--- src/sv/led_blink_pattern_sequencer_core_defines.svh ---
// Assertion macros shared by the LED blink pattern sequencer RTL.
// Expects signals named clock and reset in the module that uses them.
`ifndef LED_BLINK_PATTERN_SEQUENCER_CORE_DEFINES_SVH
`define LED_BLINK_PATTERN_SEQUENCER_CORE_DEFINES_SVH

// Same-cycle implication.
`define LBPS_ASSERT_NOW(lbl, cond, prop, msg) \
   lbl: assert property (@(posedge clock) disable iff (reset) (cond) |-> (prop)) \
      else $error(msg);

// Next-cycle implication.
`define LBPS_ASSERT_NEXT(lbl, cond, prop, msg) \
   lbl: assert property (@(posedge clock) disable iff (reset) (cond) |=> (prop)) \
      else $error(msg);

`endif

--- src/sv/lbps_pkg.sv ---
// Types, constants and pattern ROM of the LED blink pattern sequencer.
// No dependencies.
package lbps_pkg;

   localparam int NOW_WIDTH    = 32;
   localparam int MASK_WIDTH   = 4;
   localparam int PID_WIDTH    = 3;
   localparam int LED_WIDTH    = 4;
   localparam int IDX_WIDTH    = 6;
   localparam int BYTE_WIDTH   = 8;
   localparam int OFF_WIDTH    = 5;
   localparam int NUM_PATTERNS = 5;
   localparam int ROM_LEN      = 37;

   localparam logic CMD_TICK = 1'b0;
   localparam logic CMD_LOAD = 1'b1;

   localparam logic [PID_WIDTH-1:0]  PAT_OFF      = 3'd0;
   localparam logic [BYTE_WIDTH-1:0] MARK_RESTART = 8'd255;
   localparam logic [BYTE_WIDTH-1:0] MARK_POP     = 8'd254;

   typedef struct packed {
      logic                 command;
      logic                 load_ok;
      logic [PID_WIDTH-1:0] pid;
   } cmd_type;

   localparam int CMD_BITS = $bits(cmd_type);

   localparam logic [BYTE_WIDTH-1:0] ROM [ROM_LEN] = '{
      8'd0, 8'd0, 8'd0, 8'd255,
      8'd1, 8'd0, 8'd0, 8'd255,
      8'd1, 8'd2, 8'd125, 8'd62, 8'd255,
      8'd1, 8'd2, 8'd125, 8'd0, 8'd255,
      8'd1, 8'd1, 8'd200, 8'd50, 8'd200, 8'd50, 8'd200, 8'd50, 8'd200, 8'd50,
      8'd200, 8'd50, 8'd200, 8'd50, 8'd200, 8'd50, 8'd200, 8'd50, 8'd254
   };

   function automatic logic [BYTE_WIDTH-1:0] rom_at(input logic [IDX_WIDTH-1:0] idx);
      if (int'(idx) < ROM_LEN) begin
         return ROM[idx];
      end
      return MARK_RESTART;
   endfunction

   function automatic logic [IDX_WIDTH-1:0] start_of(input logic [PID_WIDTH-1:0] id);
      case (id)
         3'd0: return 6'd0;
         3'd1: return 6'd4;
         3'd2: return 6'd8;
         3'd3: return 6'd13;
         3'd4: return 6'd18;
         default: return 6'd0;
      endcase
   endfunction

   function automatic logic [2:0] chan_bit(input logic [2:0] c);
      case (c)
         3'd0: return 3'd3;
         3'd1: return 3'd1;
         3'd2: return 3'd2;
         3'd3: return 3'd0;
         default: return c;
      endcase
   endfunction

   function automatic logic [OFF_WIDTH-1:0] chan_off(input logic [2:0] c);
      case (c)
         3'd0: return 5'd2;
         3'd1: return 5'd5;
         3'd2: return 5'd3;
         3'd3: return 5'd7;
         3'd4: return 5'd11;
         3'd5: return 5'd13;
         3'd6: return 5'd17;
         default: return 5'd19;
      endcase
   endfunction

endpackage

--- src/sv/led_blink_pattern_sequencer_core.sv ---
// LED blink pattern sequencer: front classifier, two-entry queue, back end.
// Path: a request is written into the queue, then the back end registers its result.
// Throughput: one item per cycle while the result is not stalled.
// Reset: synchronous; every channel plays 'off', deadline half range minus two,
// queue and result register empty. Depends on lbps_pkg and the submodules.
module led_blink_pattern_sequencer_core #(
   parameter int CHANNELS    = 4,
   parameter int STACK_DEPTH = 3,
   parameter int TIME_WIDTH  = 32
) (
   input  logic                            clock,
   input  logic                            reset,
   input  logic                            req_valid,
   output logic                            req_stall,
   input  logic                            req_command,
   input  logic [lbps_pkg::NOW_WIDTH-1:0]  req_now,
   input  logic [lbps_pkg::MASK_WIDTH-1:0] req_channel_mask,
   input  logic [lbps_pkg::PID_WIDTH-1:0]  req_pattern_id,
   output logic                            rsp_valid,
   input  logic                            rsp_stall,
   output logic [lbps_pkg::LED_WIDTH-1:0]  rsp_led_levels,
   output logic [lbps_pkg::LED_WIDTH-1:0]  rsp_driven_mask
);
   import lbps_pkg::*;

   localparam int ITEM_WIDTH = CMD_BITS + CHANNELS + TIME_WIDTH;

   cmd_type                 f_cmd, q_cmd;
   logic [CHANNELS-1:0]     f_sel, q_sel;
   logic [TIME_WIDTH-1:0]   f_now, q_now;
   logic [ITEM_WIDTH-1:0]   f_item, q_item;
   logic                    q_valid, q_stall;

   lbps_front #(
      .CHANNELS   (CHANNELS),
      .TIME_WIDTH (TIME_WIDTH)
   ) u_front (
      .req_command      (req_command),
      .req_now          (req_now),
      .req_channel_mask (req_channel_mask),
      .req_pattern_id   (req_pattern_id),
      .cmd              (f_cmd),
      .sel              (f_sel),
      .now              (f_now)
   );

   assign f_item = {f_cmd, f_sel, f_now};

   lbps_queue #(
      .WIDTH (ITEM_WIDTH)
   ) u_queue (
      .clock     (clock),
      .reset     (reset),
      .in_valid  (req_valid),
      .in_stall  (req_stall),
      .in_data   (f_item),
      .out_valid (q_valid),
      .out_stall (q_stall),
      .out_data  (q_item)
   );

   assign {q_cmd, q_sel, q_now} = q_item;

   lbps_back #(
      .CHANNELS    (CHANNELS),
      .STACK_DEPTH (STACK_DEPTH),
      .TIME_WIDTH  (TIME_WIDTH)
   ) u_back (
      .clock           (clock),
      .reset           (reset),
      .q_valid         (q_valid),
      .q_stall         (q_stall),
      .q_cmd           (q_cmd),
      .q_sel           (q_sel),
      .q_now           (q_now),
      .rsp_valid       (rsp_valid),
      .rsp_stall       (rsp_stall),
      .rsp_led_levels  (rsp_led_levels),
      .rsp_driven_mask (rsp_driven_mask)
   );

endmodule

--- src/sv/lbps_front.sv ---
// Front end: classifies a request and maps the LED mask onto channels.
// Depends on lbps_pkg.
module lbps_front #(
   parameter int CHANNELS   = 4,
   parameter int TIME_WIDTH = 32
) (
   input  logic                               req_command,
   input  logic [lbps_pkg::NOW_WIDTH-1:0]     req_now,
   input  logic [lbps_pkg::MASK_WIDTH-1:0]    req_channel_mask,
   input  logic [lbps_pkg::PID_WIDTH-1:0]     req_pattern_id,
   output lbps_pkg::cmd_type                  cmd,
   output logic [CHANNELS-1:0]                sel,
   output logic [TIME_WIDTH-1:0]              now
);
   import lbps_pkg::*;

   localparam int MASK_IDX_WIDTH = $clog2(MASK_WIDTH);

   always_comb begin
      cmd.command = req_command;
      cmd.load_ok = int'(req_pattern_id) < NUM_PATTERNS;
      cmd.pid     = req_pattern_id;
      for (int c = 0; c < CHANNELS; c++) begin
         sel[c] = 1'b0;
         if (int'(chan_bit(3'(c))) < MASK_WIDTH) begin
            sel[c] = req_channel_mask[MASK_IDX_WIDTH'(chan_bit(3'(c)))];
         end
      end
   end

   generate
      if (TIME_WIDTH > NOW_WIDTH) begin : g_wide
         assign now = {{(TIME_WIDTH - NOW_WIDTH){1'b0}}, req_now};
      end else if (TIME_WIDTH == NOW_WIDTH) begin : g_same
         assign now = req_now;
      end else begin : g_narrow
         assign now = req_now[TIME_WIDTH-1:0];
      end
   endgenerate

endmodule

--- src/sv/lbps_queue.sv ---
// Two-entry queue between front and back ends.
// Depends on the assertion macro header.
module lbps_queue #(
   parameter int WIDTH = 8
) (
   input  logic             clock,
   input  logic             reset,
   input  logic             in_valid,
   output logic             in_stall,
   input  logic [WIDTH-1:0] in_data,
   output logic             out_valid,
   input  logic             out_stall,
   output logic [WIDTH-1:0] out_data
);
   `include "led_blink_pattern_sequencer_core_defines.svh"

   localparam logic [1:0] DEPTH = 2'd2;

   logic [WIDTH-1:0] slot_ff [2];
   logic             wr_ptr_ff, wr_ptr_in;
   logic             rd_ptr_ff, rd_ptr_in;
   logic [1:0]       count_ff, count_in;
   logic             push, pop;

   assign in_stall  = count_ff == DEPTH;
   assign out_valid = count_ff != 2'd0;
   assign out_data  = slot_ff[rd_ptr_ff];
   assign push      = in_valid && !in_stall;
   assign pop       = out_valid && !out_stall;

   always_comb begin
      wr_ptr_in = push ? ~wr_ptr_ff : wr_ptr_ff;
      rd_ptr_in = pop ? ~rd_ptr_ff : rd_ptr_ff;
      count_in  = count_ff + {1'b0, push} - {1'b0, pop};
   end

   always_ff @(posedge clock) begin
      if (reset) begin
         wr_ptr_ff <= 1'b0;
         rd_ptr_ff <= 1'b0;
         count_ff  <= 2'd0;
      end else begin
         wr_ptr_ff <= wr_ptr_in;
         rd_ptr_ff <= rd_ptr_in;
         count_ff  <= count_in;
      end
   end

   always_ff @(posedge clock) begin
      if (push) begin
         slot_ff[wr_ptr_ff] <= in_data;
      end
   end

   `LBPS_ASSERT_NEXT(a_q_fill, push && !pop, count_ff == $past(count_ff) + 2'd1, "queue fill")
   `LBPS_ASSERT_NEXT(a_q_drain, pop && !push, count_ff == $past(count_ff) - 2'd1, "queue drain")
   `LBPS_ASSERT_NOW(a_q_ptrs, count_ff == 2'd0 || count_ff == DEPTH, wr_ptr_ff == rd_ptr_ff, "queue ptr")

endmodule

--- src/sv/lbps_back.sv ---
// Back end: per-channel pattern state, serve and load, registered result.
// Depends on lbps_pkg and the assertion macro header.
module lbps_back #(
   parameter int CHANNELS    = 4,
   parameter int STACK_DEPTH = 3,
   parameter int TIME_WIDTH  = 32
) (
   input  logic                            clock,
   input  logic                            reset,
   input  logic                            q_valid,
   output logic                            q_stall,
   input  lbps_pkg::cmd_type               q_cmd,
   input  logic [CHANNELS-1:0]             q_sel,
   input  logic [TIME_WIDTH-1:0]           q_now,
   output logic                            rsp_valid,
   input  logic                            rsp_stall,
   output logic [lbps_pkg::LED_WIDTH-1:0]  rsp_led_levels,
   output logic [lbps_pkg::LED_WIDTH-1:0]  rsp_driven_mask
);
   import lbps_pkg::*;
   `include "led_blink_pattern_sequencer_core_defines.svh"

   localparam logic [TIME_WIDTH-1:0] THALF    = {1'b0, {(TIME_WIDTH - 1){1'b1}}};
   localparam logic [TIME_WIDTH-1:0] TFOREVER = THALF - {{(TIME_WIDTH - 1){1'b0}}, 1'b1};

   typedef logic [STACK_DEPTH-1:0][PID_WIDTH-1:0] stack_type;

   logic [TIME_WIDTH-1:0] deadline_ff   [CHANNELS];
   logic [TIME_WIDTH-1:0] deadline_in   [CHANNELS];
   logic [IDX_WIDTH-1:0]  read_index_ff [CHANNELS];
   logic [IDX_WIDTH-1:0]  read_index_in [CHANNELS];
   stack_type             stack_ff      [CHANNELS];
   stack_type             stack_in      [CHANNELS];
   logic [1:0]            shift_ff      [CHANNELS];
   logic [1:0]            shift_in      [CHANNELS];
   logic [CHANNELS-1:0]   next_level_ff, next_level_in;
   logic [CHANNELS-1:0]   level_ff, level_in;
   logic [CHANNELS-1:0]   driven;

   logic                  rsp_valid_ff, rsp_valid_in;
   logic [LED_WIDTH-1:0]  levels_ff, levels_in;
   logic [LED_WIDTH-1:0]  mask_ff, mask_in;
   logic                  advance;

   assign advance         = q_valid && (!rsp_valid_ff || !rsp_stall);
   assign q_stall         = rsp_valid_ff && rsp_stall;
   assign rsp_valid       = rsp_valid_ff;
   assign rsp_led_levels  = levels_ff;
   assign rsp_driven_mask = mask_ff;

   always_comb begin
      stack_type             stk;
      logic [TIME_WIDTH-1:0] dl;
      logic [TIME_WIDTH-1:0] diff;
      logic [IDX_WIDTH-1:0]  ri;
      logic [IDX_WIDTH-1:0]  start;
      logic [BYTE_WIDTH-1:0] mark;
      logic [BYTE_WIDTH-1:0] b0;
      logic [BYTE_WIDTH-1:0] b1;
      logic [BYTE_WIDTH-1:0] dbyte;
      logic [1:0]            sc;
      logic                  nl;
      logic                  lvl;
      driven = '0;
      for (int c = 0; c < CHANNELS; c++) begin
         stk   = stack_ff[c];
         dl    = deadline_ff[c];
         ri    = read_index_ff[c];
         sc    = shift_ff[c];
         nl    = next_level_ff[c];
         lvl   = level_ff[c];
         diff  = q_now - dl;
         start = start_of(q_cmd.pid);
         mark  = rom_at(ri);
         b0    = '0;
         b1    = '0;
         dbyte = '0;
         if (q_cmd.command == CMD_LOAD) begin
            if (q_sel[c] && q_cmd.load_ok) begin
               dl = q_now + TIME_WIDTH'(chan_off(3'(c)));
               for (int k = STACK_DEPTH - 1; k > 0; k--) begin
                  stk[k] = stk[k-1];
               end
               stk[0] = q_cmd.pid;
               b0 = rom_at(start);
               b1 = rom_at(start + IDX_WIDTH'(1));
               nl = b0[0];
               sc = b1[1:0];
               ri = start + IDX_WIDTH'(2);
            end
         end else if (diff < THALF) begin
            if (mark == MARK_RESTART || mark == MARK_POP) begin
               if (mark == MARK_POP) begin
                  for (int k = 0; k < STACK_DEPTH - 1; k++) begin
                     stk[k] = stk[k+1];
                  end
                  stk[STACK_DEPTH-1] = PAT_OFF;
               end
               start = start_of(stk[0]);
               b0 = rom_at(start);
               b1 = rom_at(start + IDX_WIDTH'(1));
               nl = b0[0];
               sc = b1[1:0];
               ri = start + IDX_WIDTH'(2);
            end
            lvl   = nl;
            nl    = ~nl;
            dbyte = rom_at(ri);
            ri    = ri + IDX_WIDTH'(1);
            if (dbyte == '0) begin
               dl = dl + TFOREVER;
            end else begin
               dl = dl + TIME_WIDTH'({3'b000, dbyte} << sc);
            end
            driven[c] = 1'b1;
         end
         stack_in[c]      = stk;
         deadline_in[c]   = dl;
         read_index_in[c] = ri;
         shift_in[c]      = sc;
         next_level_in[c] = nl;
         level_in[c]      = lvl;
      end
   end

   always_comb begin
      levels_in = '0;
      mask_in   = '0;
      for (int i = 0; i < CHANNELS && i < LED_WIDTH; i++) begin
         levels_in[i] = level_in[i];
         mask_in[i]   = driven[i];
      end
      rsp_valid_in = advance || (rsp_valid_ff && rsp_stall);
   end

   always_ff @(posedge clock) begin
      if (reset) begin
         for (int c = 0; c < CHANNELS; c++) begin
            deadline_ff[c]   <= TFOREVER;
            read_index_ff[c] <= start_of(PAT_OFF) + IDX_WIDTH'(2);
            stack_ff[c]      <= '0;
            shift_ff[c]      <= 2'd0;
         end
         next_level_ff <= '0;
         level_ff      <= '0;
         rsp_valid_ff  <= 1'b0;
      end else begin
         if (advance) begin
            for (int c = 0; c < CHANNELS; c++) begin
               deadline_ff[c]   <= deadline_in[c];
               read_index_ff[c] <= read_index_in[c];
               stack_ff[c]      <= stack_in[c];
               shift_ff[c]      <= shift_in[c];
            end
            next_level_ff <= next_level_in;
            level_ff      <= level_in;
         end
         rsp_valid_ff <= rsp_valid_in;
      end
   end

   always_ff @(posedge clock) begin
      if (advance) begin
         levels_ff <= levels_in;
         mask_ff   <= mask_in;
      end
   end

   `LBPS_ASSERT_NEXT(a_bk_load_quiet, advance && q_cmd.command == CMD_LOAD, mask_ff == '0, "load drove")
   `LBPS_ASSERT_NEXT(a_bk_result, advance, rsp_valid_ff, "result lost")
   `LBPS_ASSERT_NEXT(a_bk_arm,
      advance && q_cmd.command == CMD_LOAD && q_cmd.load_ok && q_sel[0],
      deadline_ff[0] == $past(q_now) + TIME_WIDTH'(chan_off(3'd0)), "arm deadline")

endmodule
--- config.mk ---
export PLATFORM = sky130hd
export DESIGN_NAME = led_blink_pattern_sequencer_core
export DESIGN_NICKNAME = d
export VERILOG_FILES = /design/src/sv/lbps_pkg.sv /design/src/sv/led_blink_pattern_sequencer_core.sv /design/src/sv/lbps_front.sv /design/src/sv/lbps_queue.sv /design/src/sv/lbps_back.sv
export VERILOG_INCLUDE_DIRS = /design/src /design/src/sv
export SDC_FILE = /design/constraint.sdc
export NUM_CORES = 1
export LEC_CHECK = 0
export BUFFER_PORTS_ARGS = -buffer_cell sky130_fd_sc_hd__buf_2
export CAP_MARGIN = 15
export CORE_UTILIZATION = 40
export DETAILED_ROUTE_END_ITERATION = 8
export SYNTH_ARGS = -nofsm -noshare
export SYNTH_HDL_FRONTEND = slang
export SYNTH_SLANG_ARGS = --single-unit
--- constraint.sdc ---
create_clock -name clock -period 12 [get_ports clock]
set_clock_uncertainty 0.15 [all_clocks]
set_input_delay 2.4 -clock clock [delete_from_list [all_inputs] [get_ports clock]]
set_output_delay 2.4 -clock clock [all_outputs]
set_load 0.005 [all_outputs]
Yosys cells after proc, flatten, opt, wreduce, memory -nomap -nowiden --
Memories as Yosys holds them, arrays and structs flattened. A register that Yosys moved wholly into a read port is not among the register bits. Index checks and enable logic that the tools add are counted. Widths: inputs -> output; s select.
Word-level totals: bits in registers 21, bits in latches 0, memory bits (writable) 278, memory bits (read-only) 9216, output and inout port bits 10, logic and storage cells 549, memories 23
Memory list:
- (no name shown) | words 64, width 8, rd ports 1, clocked after Yosys merged registers in 0, write ports 0, RTL line lbps_pkg.sv:41 | return ROM[idx];
- (no name shown) | words 64, width 8, rd ports 1, clocked after Yosys merged registers in 0, write ports 0, RTL line lbps_pkg.sv:41
- (no name shown) | words 64, width 8, rd ports 1, clocked after Yosys merged registers in 0, write ports 0, RTL line lbps_pkg.sv:41
- (no name shown) | words 64, width 8, rd ports 1, clocked after Yosys merged registers in 0, write ports 0, RTL line lbps_pkg.sv:41
- (no name shown) | words 64, width 8, rd ports 1, clocked after Yosys merged registers in 0, write ports 0, RTL line lbps_pkg.sv:41
- (no name shown) | words 64, width 8, rd ports 1, clocked after Yosys merged registers in 0, write ports 0, RTL line lbps_pkg.sv:41
- +17 memories
Operators by class: $add $sub $neg 32, multipliers 0, divide/modulo/power cells 0, magnitude comparators 41, eq/ne operators 33, shifts and indexed selects 4, muxes and demuxes 334, bitwise operators 40, reduce and logical (&&, ||, !) cells 31
Operators with widths (count):
- $mux 32 | 20
- $mux 9 | 36
- $mux 8 | 40
- $mux 6 | 40
- $mux 1 | 134
- $add 32x31->32 const B | 4
- $add 32x32->32 | 4
- $add 32x5->32 | 4
- $lt 32x31->1 const B | 4
- $shl 8x2->32 | 4
- $sub 32x32->32 | 4
- $ge 7x7->1 const B | 18
- $not 6->7 | 17
- $lt 6x6->1 const B | 17
- $mux 2 | 51
- $pmux 5 s4 | 5
- $eq 8x8->1 const B | 8
- $add 6x1->6 const B | 8
- $mux 5 | 8
- $logic_not 8->1 | 4
- $eq 3x2->1 const B | 10
- $add 6x2->6 const B | 4
- $or 1x1->1 | 16
- $eq 3x1->1 const B | 5
- other kinds (16) | 50

Depth between registers and ports, before layout --
Gate-level depths: netlist of the first run. An unclocked memory read counts as a cell.
word-level depth 35, mapped depth 37

Hierarchy --
From an unflattened synthesis of the first run, not the netlist that was laid out.
Unflattened totals: cells, all modules 3907, area total of the unflattened synthesis 32419.8 um2
By module, submodules not included:
- lbps_back | instances 1, cells an instance 3709, area an instance 28916.5 um2
- lbps_queue | instances 1, cells an instance 157, area an instance 3198.1 um2
- lbps_front | instances 1, cells an instance 41, area an instance 305.3 um2

Worst setup path before layout of the first run --
OpenSTA, ideal clock, no wires.
kind register to register, from memory u_back.read_index_ff[2][0], in the netlist u_back.read_index_ff[0][12], to memory u_back.deadline_ff[2][30], in the netlist u_back.deadline_ff[0][94], data pin, library setup time 0.259 ns, arrival 7.205 ns, required time 11.591 ns, path slack 4.386 ns, cell stages (with the launch flop) 37, path buffers 3, period minus slack after synthesis 7.614 ns, cell sequence edfxtp_1 > inv_1 > ha_1 > nand4b_1 > a211o_1 > o21a_1 > clkbuf_1 > nor2_1 > buf_1 > nor3b_1 > a31oi_1 > inv_1 > ha_1 > mux2i_2 > clkinv_1 > ha_1 > o21ai_0 > a21oi_1 > a22oi_1 > o211a_1 > clkbuf_1 > nor3_1 > a21oi_1 > o21ai_0 > ha_1 > nor2b_1 > o21ai_0 > a21boi_0 > o21ai_0 > a21boi_0 > o21ai_0 > a21oi_1 > o311ai_0 > a31oi_1 > o22ai_1 > nor3_1 > o31a_1
RTL lines:
- from (decl) | RTL line lbps_back.sv:30 | logic [IDX_WIDTH-1:0] read_index_ff [CHANNELS];
- to (decl) | RTL line lbps_back.sv:28 | logic [TIME_WIDTH-1:0] deadline_ff [CHANNELS];

==> results.md, run 1 <==
- Starting DRC count in detailed routing: 3103
- H-tree Lvls: 2
- CP max stage delay: 0.62 ns
- Cell Area, Synth: 0.0325 mm²
- Worst r2r dst: u_back.deadline_ff[0][54]
- Vias per cell: 6.21
- # Post-CTS Setup Buffers: 0
- Total CTS buffers: 42
- Antenna-violating nets left: 0
- Status: finished, final reports clean
- Die ar.: slightly above 0.08 mm²
- Std cell rows: 104
- Cell count after synthesis: 3926
- CP endpoint kind: flip-flop
- DRC: 0
- CTS tree: done
- Pin count of the biggest net entering global routing: between 70 and 80
- IO buf count: 53
- Worst R2R Setup Slack: approximately 2.9 ns
- Area of the multi-input gates: 0.0220 mm²
- HPWL after DPL: 90500 µm
- RSZ-0062 raised after global routing: false
- Routed length per instance: 24.2 µm
- Via count: 31305
- Final setup violation count: 0
- Syn nets: 4225
- Syn Area/Cell: 8.27 µm²
- Core ar.: between 0.08 and 0.09 mm²
- Clk root buf: clkbuf_16
- CP arrival: 9.28 ns
- CP most frequent cell: o21ai_0
- Async SR Flop Fraction: 0%
- Library cells used by synthesis: 116
- Max-slew violations: 0
- Fmax: 110 MHz
- Final Hold Vio Count: 0
- Post-synth EDFFs: 286
- Max Root-Sink Buffers: 3
- FILL cells: 8116
- MaxCap Viol Count: 0
- Sink Count: 300
- Tightest Pin Transition: approximately 1.2 ns
- CP max-delay cell: a2111oi_2
- CP Launch Type: flip-flop
- First-pass GRT wire length: 180000 µm
- Initial core utilization: between 40% and 50%
- Crit Path Class: flip-flop to flip-flop
- Post-cts gate resize count: 0
- Commonest cells in the netlist: nand2_1 (334), nor2_1 (326), edfxtp_1 (286)
- Fin crit period: approximately 9.1 ns
- Total grt overflow: 0
- All-Layer GR Usage: approximately 29%
- CP required: between 10 and 15 ns
- Area grow syn2layout: 9.06%
- Post-synth top area share: 26.5%
- Warning count from the yosys run: 0
- RePlAce Congestion: approximately 1.0
- Worst hold path startpoint: u_back.next_level_ff[0]
- Synth area leaders: edfxtp_1 (26%), ha_1 (9.5%), xnor2_1 (6.8%)
- Reg clk slew, reported paths: 0.06 ns
- Clk_lat worst skew: ~0.59 ns
- Final Net Count: 4240
- CP Max Fanout: 15
- Vias in the first global route: slightly below 30000
- Drt first pass iters: 6
- Total negative slack: 0 ns
- I/O pin count: 54
- Hold path depth: 2
- Hold_buf cts: 0
- Fraction of layout cells with a size suffix above 1: 8.10%
- Die height: between 200 and 300 µm
- Worst reg2reg path depth: 30
- Ys flop type: edfxtp_1
- FF+latch area: 0.00887 mm²
- Most instantiated library cell after synthesis: nand2_1
- Post-synthesis sequential area ratio: 27.3%
- Die X: 287 µm
- Min-delay worst type: flip-flop to flip-flop
- WHS Endpoint: u_back.next_level_ff[0]
- Slew HR: 19.7%
- Synth area leader: edfxtp_1
- Initial antenna violation count: 6
- Crit share post-route: 76.0%
- Reg-to-Reg Start: u_back.read_index_ff[0][8]
- #FFs+latches synth: 300
- Total Wirelength: between 100000 and 150000 µm
-- placed cells by master, fill, tap and decap left out, drive strengths merged, types with 140 or more instances in the layout --
master and instances:
a21oi 266, inv 274, o21ai 251, nor2 326, ha 247, nand2 334, mux2i 153, xnor2 251
nand3 140, edfxtp 286
-- cell families (layout without fill, tap and decap cells) --
logic type / Yosys count / count (layout) / synth area share [%]
and+or+nand+nor: 1384 / 1384 / 21.3
AOI/OAI and AO/OA: 1083 / 1083 / 22.4
buffers and inverters: 433 / 481 / 5.25
DFF: 300 / 300 / 27.3
xor gates and xnor gates: 285 / 285 / 7.69
adders and majority gates: 255 / 255 / 10.0
muxes: 186 / 186 / 6.00
other: 0 / 5 / 0
-- critical path: cells and delay by family (launching register included) --
kind,cells,cell delay (ns)
simple gates,8,2.00
compound gates,14,3.97
mux,2,0.52
buf+inv,1,0.17
flops,1,0.59
xor+xnor,1,0.17
fa+ha+maj,4,1.28
-- how the worst max path moves through the flow --
stage	start	end	slack, ns	cells after the start
after detailed placement	u_back.read_index_ff[0][8]	u_back.deadline_ff[0][54]	3.03	30
after global placement	u_back.read_index_ff[0][8]	u_back.deadline_ff[0][54]	3.10	30
after CTS	u_back.read_index_ff[0][8]	u_back.deadline_ff[0][54]	3.03	30
after floorplan	u_back.read_index_ff[0][12]	u_back.deadline_ff[0][94]	4.39	36
after global routing	u_back.read_index_ff[0][12]	u_back.deadline_ff[0][94]	2.26	33
final	u_back.read_index_ff[0][8]	u_back.deadline_ff[0][54]	2.88	30
-- area by class of cell --
type,count,area share [%]
clock inverters,29,0.643
diodes,5,0.0353
multi-input cells,3193,62.1
well taps,1060,3.75
inverters,281,2.98
clock buffers,48,3.18
repair buffers,123,2.26
flip-flops and latches,300,25.1
-- registers in the layout, indices dropped and copies added (netlist names), 2 cells and up, named ones only --
| signal | count |
|---|---|
| u_back.deadline_ff | 128 |
| u_back.level_ff | 4 |
| u_back.next_level_ff | 4 |
| u_back.read_index_ff | 24 |
| u_back.rsp_driven_mask | 4 |
| u_back.rsp_led_levels | 4 |
| u_back.shift_ff | 8 |
| u_back.stack_ff | 36 |
| u_queue.count_ff | 2 |
| u_queue.slot_ff | 82 |
-- layer usage --
layer  up-vias  wire [µm]  track usage (%)
li1      14627          -                -
met1     14862      52300             38.8
met2      1513      52100             43.9
met3       301      11300             5.97
met4         2       5920             12.4
met5         -         19                0
-- stage by stage --
| step | utilization (%) | cells | worst slack [ns] | cell area [µm²] | hold WS (ns) |
|---|---|---|---|---|---|
| finish | 44.0 | 5039 | 2.88 | 35400 | 0.321 |
| global route | 44.0 | 5039 | 2.26 | 35400 | 0.336 |
| floorplan | - | 3926 | 4.39 | 32500 | 0.282 |
| CTS | 44.0 | 5032 | 3.03 | 35400 | 0.319 |
| detailed placement | 42.3 | 4955 | 3.03 | 34000 | 0.308 |
| global placement | 42.3 | 4955 | 3.10 | 34000 | 0.294 |
Power of run 1 is left out: the tool's default activity adds up to more than one toggle a clock period on the data nets, which glitch-free logic cannot reach.
==> run 2: changes to the inputs <==
--- a/config.mk
+++ b/config.mk
@@ -6,6 +6,7 @@
 export SDC_FILE = /design/constraint.sdc
 export NUM_CORES = 1
 export LEC_CHECK = 0
+export ABC_AREA = 1
 export BUFFER_PORTS_ARGS = -buffer_cell sky130_fd_sc_hd__buf_2
 export CAP_MARGIN = 15
 export CORE_UTILIZATION = 40
==> constraint.sdc (replaced) <==
create_clock -name clock -period 9.11 [get_ports clock]
set_clock_uncertainty 0.15 [all_clocks]
set_input_delay 1.822 -clock clock [delete_from_list [all_inputs] [get_ports clock]]
set_output_delay 1.822 -clock clock [all_outputs]
set_load 0.005 [all_outputs]
==> run 2 against run 1 <==
Cell area is 6.8% higher; critical path depth is 11 higher; area after synthesis is 7.4% higher; utilization is 0.11 points higher; clock-buffer cell count is 1 lower.
==> results.md, run 2 <==
- # Post-CTS Setup Buffers: 0
- CTS tree: done
- Area grow syn2layout: 8.49%
- CP max stage delay: between 0.5 and 0.6 ns
- I/O pin count: 54
- Most frequent cells in the layout: nand2_1 (1285), inv_1 (617), nor2_1 (595)
- Min-delay worst type: flip-flop to flip-flop
- Fin crit period: between 7 and 8 ns
- Vias per cell: 5.63
- Post-cts gate resize count: 0
- CP arrival: 7.28 ns
- Post-synth EDFFs: 286
- Synth area leaders: edfxtp_1 (25%), nand2_1 (14%), ha_1 (8.9%)
- Clk_lat worst skew: 0.60 ns
- Slew HR: 14.3%
- All-Layer GR Usage: 29.9%
- Largest regs: u_back.deadline_ff: 128 flops, u_queue.slot_ff: 82 flops, u_back.stack_ff: 36 flops
- CP endpoint kind: flip-flop
- CP Max Fanout: 14
- Total negative slack: 0 ns
- Worst hold path startpoint: u_back.level_ff[1]
- RSZ-0062 raised after global routing: false
- Antenna-violating nets left: 0
- Cell Area, Synth: 0.0349 mm²
- Tightest Pin Transition: approximately 1.3 ns
- Ys flop type: edfxtp_1
- Die height: 297 µm
- Warning count from the yosys run: 0
- Max-slew violations: 0
- Setup crit start: u_back.read_index_ff[0][12]
- Async SR Flop Fraction: 0%
- RePlAce Congestion: 1.06
- Syn nets: 5507
- Fmax: 140 MHz
- #FFs+latches synth: 300
- MaxCap Viol Count: 0
- Starting DRC count in detailed routing: 3807
- H-tree Lvls: 2
- Std cell rows: 107
- First-pass GRT wire length: 203000 µm
- Die ar.: 0.0883 mm²
- Crit share post-route: 78.3%
- Sink Count: 300
- Drt first pass iters: 8
- Most common cell after layout, fill and taps aside: nand2_1
- Cell count after synthesis: about 5200
- Fraction of layout cells with a size suffix above 1: under 10%
- Final Net Count: 5539
- Reg-to-Reg Start: u_back.read_index_ff[0][12]
- Status: finished, final reports clean
- Synth area leader: edfxtp_1
- Initial antenna violation count: 1
- Final Hold Vio Count: 0
- Library cells used by synthesis: 64
- Post-synthesis sequential area ratio: approximately a quarter
- Syn Area/Cell: 6.69 µm²
- CP Launch Type: flip-flop
- Max reg flops: 128
- Via count: 36099
- Top reg by flops: u_back.deadline_ff
- CP required: 9.25 ns
- Total Wirelength: 137000 µm
- Max Root-Sink Buffers: 3
- Total grt overflow: 0
- Hold_buf cts: 0
- Reg clk slew, reported paths: around 0.06 ns
- Crit Path Class: flip-flop to flip-flop
- CP max-delay cell: a21oi_2
- IO buf count: 53
- Post-synth top area share: 24.6%
- Routed length per instance: 21.3 µm
- DRC: 0
- Initial core utilization: just over 40%
- Clk root buf: clkbuf_16
- Commonest cells in the netlist: nand2_1 (1288), inv_1 (619), nor2_1 (600)
- Core ar.: approximately 0.086 mm²
- CP most frequent cell: nand2_1
- Die X: 297 µm
- Final setup violation count: 0
- Pin count of the biggest net entering global routing: 112
- HPWL after DPL: 105000 µm
- Most instantiated library cell after synthesis: nand2_1
- Vias in the first global route: 33384
- Total CTS buffers: 41
run 2: cell families (layout without fill, tap and decap cells):
| family | Yosys count | count (layout) | share of synthesized area (%) |
|---|---|---|---|
| multiplexers | 4 | 4 | 0.115 |
| flip-flops | 300 | 300 | 25.4 |
| AND/OR/NAND/NOR | 2587 | 2587 | 32.0 |
| XOR/XNOR | 391 | 391 | 9.82 |
| AO/OA/AOI/OAI | 903 | 903 | 14.6 |
| other | 0 | 1 | 0 |
| adder cells (fa/ha/maj) | 255 | 255 | 9.33 |
| buffers and inverters | 768 | 831 | 8.69 |
run 2: worst paths after layout:
check / to / slack [ns] / cells after the start
max: u_back.deadline_ff[0][84] / 1.98 / 41
max reg2reg: u_back.deadline_ff[0][84] / 1.98 / 41
min reg2reg: u_back.level_ff[1] / 0.30 / 2
min: u_back.level_ff[1] / 0.30 / 2
run 2: area by class of cell:
class / count / area [µm²]
Multi-Input combinational cell: 4140 / 23000
Clock inverter: 27 / 270
Fill cell: 9115 / 47900
Sequential cell: 300 / 8870
Antenna cell: 1 / 2.50
Inverter: 653 / 2460
Clock buffer: 47 / 1090
Tap cell: 1144 / 1430
Timing Repair Buffer: 104 / 661
run 2: routing by layer:
metal  vias to the layer above  track usage, %  share of wire (%)
li1                      17376               -                  -
met1                     16726            41.0                 43
met2                      1697            45.9                 43
met3                       298            4.67                9.3
met4                         2            13.6                5.1
met5                         -               0             0.0095
run 2: worst max-delay path: cells and delay by family, from the launching register on:
family / cells / cell delay [ns]
flip-flops: 1 / 0.46
adder cells (fa/ha/maj): 4 / 1.14
AND/OR/NAND/NOR: 26 / 3.15
XOR/XNOR: 1 / 0.08
buffers and inverters: 2 / 0.31
AO/OA/AOI/OAI: 8 / 1.54
run 2: metrics by stage:
stage               std cells  hold slack, ns  setup WS [ns]  util (%)  cell area, µm²
finish                   6416           0.304           1.98      44.1           37800
global route             6415           0.316           1.11      44.1           37800
CTS                      6415           0.302           1.99      44.1           37800
detailed placement       6341           0.289           2.01      42.5           36500
global placement         6341           0.283           2.12      42.5           36500
floorplan                5208           0.270           1.86         -           34900
Power of run 2 is left out for the same reason.
